--- src/hdl/sftl_pkg.sv ---
// package for the step function table lookup block
// word types, command codes and control/status structs; no dependencies
`timescale 1ns / 1ps
`default_nettype none

package sftl_pkg;

    localparam int KEY_WIDTH  = 32;
    localparam int PROB_WIDTH = 17;

    localparam logic [1:0] CMD_CLEAR = 2'd0;
    localparam logic [1:0] CMD_LOAD  = 2'd1;
    localparam logic [1:0] CMD_QUERY = 2'd2;

    // 1.0 in Q1.16
    localparam logic [PROB_WIDTH-1:0] PROB_ONE = PROB_WIDTH'(1) << (PROB_WIDTH - 1);

    typedef struct packed {
        logic [1:0]                  cmd;
        logic signed [KEY_WIDTH-1:0] key_value;
        logic                        key_missing;
        logic [PROB_WIDTH-1:0]       prob_value;
    } t_in_word;

    typedef struct packed {
        logic [PROB_WIDTH-1:0] prob_out;
        logic                  result_missing;
    } t_out_word;

    typedef struct packed {
        logic clear;
        logic load;
        logic start_search;
        logic step;
        logic emit_missing;
    } t_dp_cmd;

    typedef struct packed {
        logic usable_zero;
        logic last_step;
    } t_dp_stat;

endpackage

`default_nettype wire

--- src/hdl/sftl_ctrl.sv ---
// controller: decodes commands and sequences the search
// depends on sftl_pkg; commands sftl_dp
`timescale 1ns / 1ps
`default_nettype none

module sftl_ctrl (
    input  wire logic               i_clk,
    input  wire logic               i_rst_n,
    input  wire logic               i_start,
    input  wire sftl_pkg::t_in_word i_in,
    input  wire sftl_pkg::t_dp_stat i_stat,
    output sftl_pkg::t_dp_cmd       o_cmd,
    output logic                    o_busy
);
    import sftl_pkg::*;

    typedef enum logic {
        S_IDLE,
        S_SEARCH
    } t_state;

    t_state r_state, n_state;
    logic   r_busy;
    logic   accept;

    assign accept = i_start && !r_busy;

    always_comb begin
        o_cmd   = '0;
        n_state = r_state;
        unique case (r_state)
            S_IDLE: begin
                if (accept) begin
                    unique case (i_in.cmd)
                        CMD_CLEAR: o_cmd.clear = 1'b1;
                        CMD_LOAD:  o_cmd.load  = 1'b1;
                        CMD_QUERY: begin
                            if (i_in.key_missing || i_stat.usable_zero) begin
                                o_cmd.emit_missing = 1'b1;
                            end else begin
                                o_cmd.start_search = 1'b1;
                                n_state            = S_SEARCH;
                            end
                        end
                        default: ;
                    endcase
                end
            end
            S_SEARCH: begin
                o_cmd.step = 1'b1;
                if (i_stat.last_step) begin
                    n_state = S_IDLE;
                end
            end
            default: n_state = S_IDLE;
        endcase
    end

    always_ff @(posedge i_clk) begin
        if (!i_rst_n) begin
            r_state <= S_IDLE;
            r_busy  <= 1'b0;
        end else begin
            r_state <= n_state;
            r_busy  <= (n_state != S_IDLE);
        end
    end

    assign o_busy = r_busy;

    a_busy_tracks_state: assert property (@(posedge i_clk) disable iff (!i_rst_n)
        (r_state == S_SEARCH && i_stat.last_step) |=> !r_busy)
        else $error("busy held after last probe");

endmodule

`default_nettype wire

--- config.mk ---
export PLATFORM = sky130hd
export DESIGN_NAME = sftl_ctrl
export DESIGN_NICKNAME = d
export VERILOG_FILES = /design/src/hdl/sftl_pkg.sv /design/src/hdl/sftl_ctrl.sv
export SDC_FILE = /design/constraint.sdc
export NUM_CORES = 1
export LEC_CHECK = 0
export BUFFER_PORTS_ARGS = -buffer_cell sky130_fd_sc_hd__buf_4
export CAP_MARGIN = 25
export CORE_AREA = 2 2 39 41
export CTS_BUF_LIST = sky130_fd_sc_hd__clkbuf_16
export DETAILED_ROUTE_END_ITERATION = 16
export DIE_AREA = 0 0 41 43
export GPL_TIMING_DRIVEN = 0
export PLACE_DENSITY = 0.6
export SLEW_MARGIN = 20
export SYNTH_ARGS = -nofsm -noshare
export SYNTH_HDL_FRONTEND = slang
export SYNTH_SLANG_ARGS = --single-unit
--- constraint.sdc ---
create_clock -name i_clk -period 2.4 [get_ports i_clk]
set_clock_uncertainty 0.05 [all_clocks]
set_input_delay 0.12 -clock i_clk [delete_from_list [all_inputs] [get_ports i_clk]]
set_output_delay 0.12 -clock i_clk [all_outputs]
set_load 0.01 [all_outputs]
==> impl_metrics.py <==
metrics = {
    "status": {
        "status": "finished clean",
    },
    "layout": {
        "largest_register_ffs": 1,
        "drive_gt1_share_pct": 66.7,
        "syn_to_final_growth_pct": 103,
        "stdcell_count": 40,
        "fin_nets": 83,
        "n_antenna_cell": 0,
        "final_area_um2": 231,
        "post-route-util_pct": 16.7,
    },
    "sta": {
        "tns_ns": 0,
        "timing.final.crit_share_pct": 42.9,
        "clock.fmax_mhz": 972,
        "fin_hold_ws_ns": 0.283,
        "fin_ws_ns": 1.37,
        "period_minus_slack_ns": 1.03,
        "rsz0062_at_grt": "no",
        "hold_violations": 0,
        "tightestPinTransition_ns": 0.265,
        "slew_headroom_pct": 82.1,
        "slew_violations": 0,
        "finalSetupViolCount": 0,
    },
    "floorplan": {
        "rows": 14,
        "core_area_mm2": 0.00138,
        "die_h_um": 43,
        "die_w_um": 41,
        "fp.dieArea_mm2": 0.00176,
        "num_io_pins": 63,
        "initial_core_util_pct": 8.23,
    },
    "place": {
        "placed_area_um2": 231,
        "pre_cts_ws_ns": 1.36,
        "port_buffers": 13,
        "place.gp.congestion": 0.418,
        "dpl.cell_count": 40,
    },
    "power": {
        "internal_power_uw": 32.0,
        "swShare_pct": 22.2,
        "leakage_nw": 0.108,
        "p_seq_share_pct": 42.7,
        "comb_power_share_pct": 57.3,
        "clockPowerShare_pct": 0,
        "powerDensity_mw_per_mm2": 178,
        "switching_power_uw": 9.17,
        "total_power_uw": 41.2,
        "ir_worst_vdd_v": 0.0000294,
    },
    "logic_synthesis": {
        "netlist_instances": 11,
        "yosysSeqAreaShare_pct": 17.6,
        "synth_seq_cells": 1,
        "ys_warn_count": 0,
        "syn-cell-area_um2": 114,
        "synth.distinct_cells": 10,
        "syn_avg_cell_area_um2": 10.4,
        "synth_fp_nets": 68,
    },
    "critical_path": {
        "critPathLaunchType": "flip-flop",
        "arrival_ns": 0.86,
        "critPathSlowestCell": "dfxtp_1",
        "crit_fanout": 6,
        "cp.required_ns": 2.23,
        "path_cells": "nand4bb_4 > nor3_1 > buf_4",
        "path_class": "flip-flop to output port",
        "cp_top_family": "simple AND/OR/NAND/NOR gates",
        "cp-end-kind": "output port",
        "cp_slowest_stage_delay_ns": 0.34,
        "path_buf_inv": 1,
    },
    "detailed_routing": {
        "wirelength_um": 303,
        "vias": 142,
        "vias_per_cell": 3.55,
        "drt-pass1-iter-count": 4,
        "drcViolationCount": 0,
        "drt_iter0_markers": 6,
        "final_antenna_net_count": 0,
        "avgRoutedWirePerCell_um": 7.58,
    },
    "job": {
        "drv_cap": 0,
    },
    "grt": {
        "track_usage_pct": 2.70,
        "grt_pass1_wl_um": 358,
        "grt_max_degree": 7,
        "gr-total-overflow": 0,
        "grt_pass1_vias": 101,
        "antenna_found_initial": 0,
    },
    "clock_tree": {
        "clk_latency_ns": 0,
        "clk_pin_slew_worst_paths_ns": 0,
        "ctsResizeCount": 0,
        "postCtsSetupBuffers": 0,
        "holdBufCountCts": 0,
    },
    "min_path": {
        "holdCritPathClass": "input pin to flip-flop",
    },
}
[routing by layer]
metal | track usage, % | wire [um]
met3 | 0 | 55
met2 | 6.88 | 150
met1 | 1.58 | 96
met4 | 0 | 0
met5 | 0 | 0
[power groups by stage]
stage	logic, mW	clock network (mW)	registers (mW)
final	0.0236	0	0.0176
after global routing	0.0254	0	0.0177
after CTS	0.0240	0	0.0176
after detailed placement	0.0240	0	0.0176
after global placement	0.0237	0	0.0176
after floorplan	0.00751	0	0.0176
[cell families after synthesis]
group                  count (synthesis)  synth area share (%)
AND/OR/NAND/NOR                        7                  58.2
buffers and inverters                  2                  9.89
flip-flops                             1                  17.6
AO/OA/AOI/OAI                          1                  14.3
[layout by cell type (no fill, tap or decap), drive strengths merged]
cell,synthesis,layout
buf,1,14
nor2,2,2
nor4bb,1,1
nand4bb,1,1
nor3,1,1
nor4b,1,1
inv,1,1
nand3b,1,1
o41ai,1,1
dfxtp,1,1
[path summary, 6_finish.rpt]
| check | from | endpoint | slack (ns) | cells after the start |
|---|---|---|---|---|
| min | i_stat[1] | o_busy$_SDFF_PN0_ | 0.28 | 2 |
| max | o_busy$_SDFF_PN0_ | o_cmd[2] | 1.37 | 3 |
| min reg2reg | o_busy$_SDFF_PN0_ | o_busy$_SDFF_PN0_ | 0.52 | 2 |
| max reg2reg | o_busy$_SDFF_PN0_ | o_busy$_SDFF_PN0_ | 1.49 | 2 |
[worst reg2reg max path, stage by stage, from the launching register on]
cell       delay [ns]
dfxtp_1          0.34
nand4bb_4        0.22
o41ai_2          0.20
[cell type report]
type / count / area [um2]
Buffer: 1 / 7.51
Tap cell: 16 / 20.0
Timing Repair Buffer: 13 / 97.6
Multi-Input combinational cell: 8 / 82.6
Sequential cell: 1 / 20.0
Fill cell: 153 / 1150
Inverter: 1 / 3.75
[synth_stat cells]
cell type / count / area (um2)
nor4bb_1: 1 / 10.0
nand3b_1: 1 / 7.51
dfxtp_1: 1 / 20.0
nand4bb_4: 1 / 27.5
o41ai_2: 1 / 16.3
nor4b_1: 1 / 8.76
nor3_1: 1 / 5.00
nor2_1: 2 / 7.51
buf_4: 1 / 7.51
inv_1: 1 / 3.75
No activity file was read; power rests on OpenSTA's default activity.
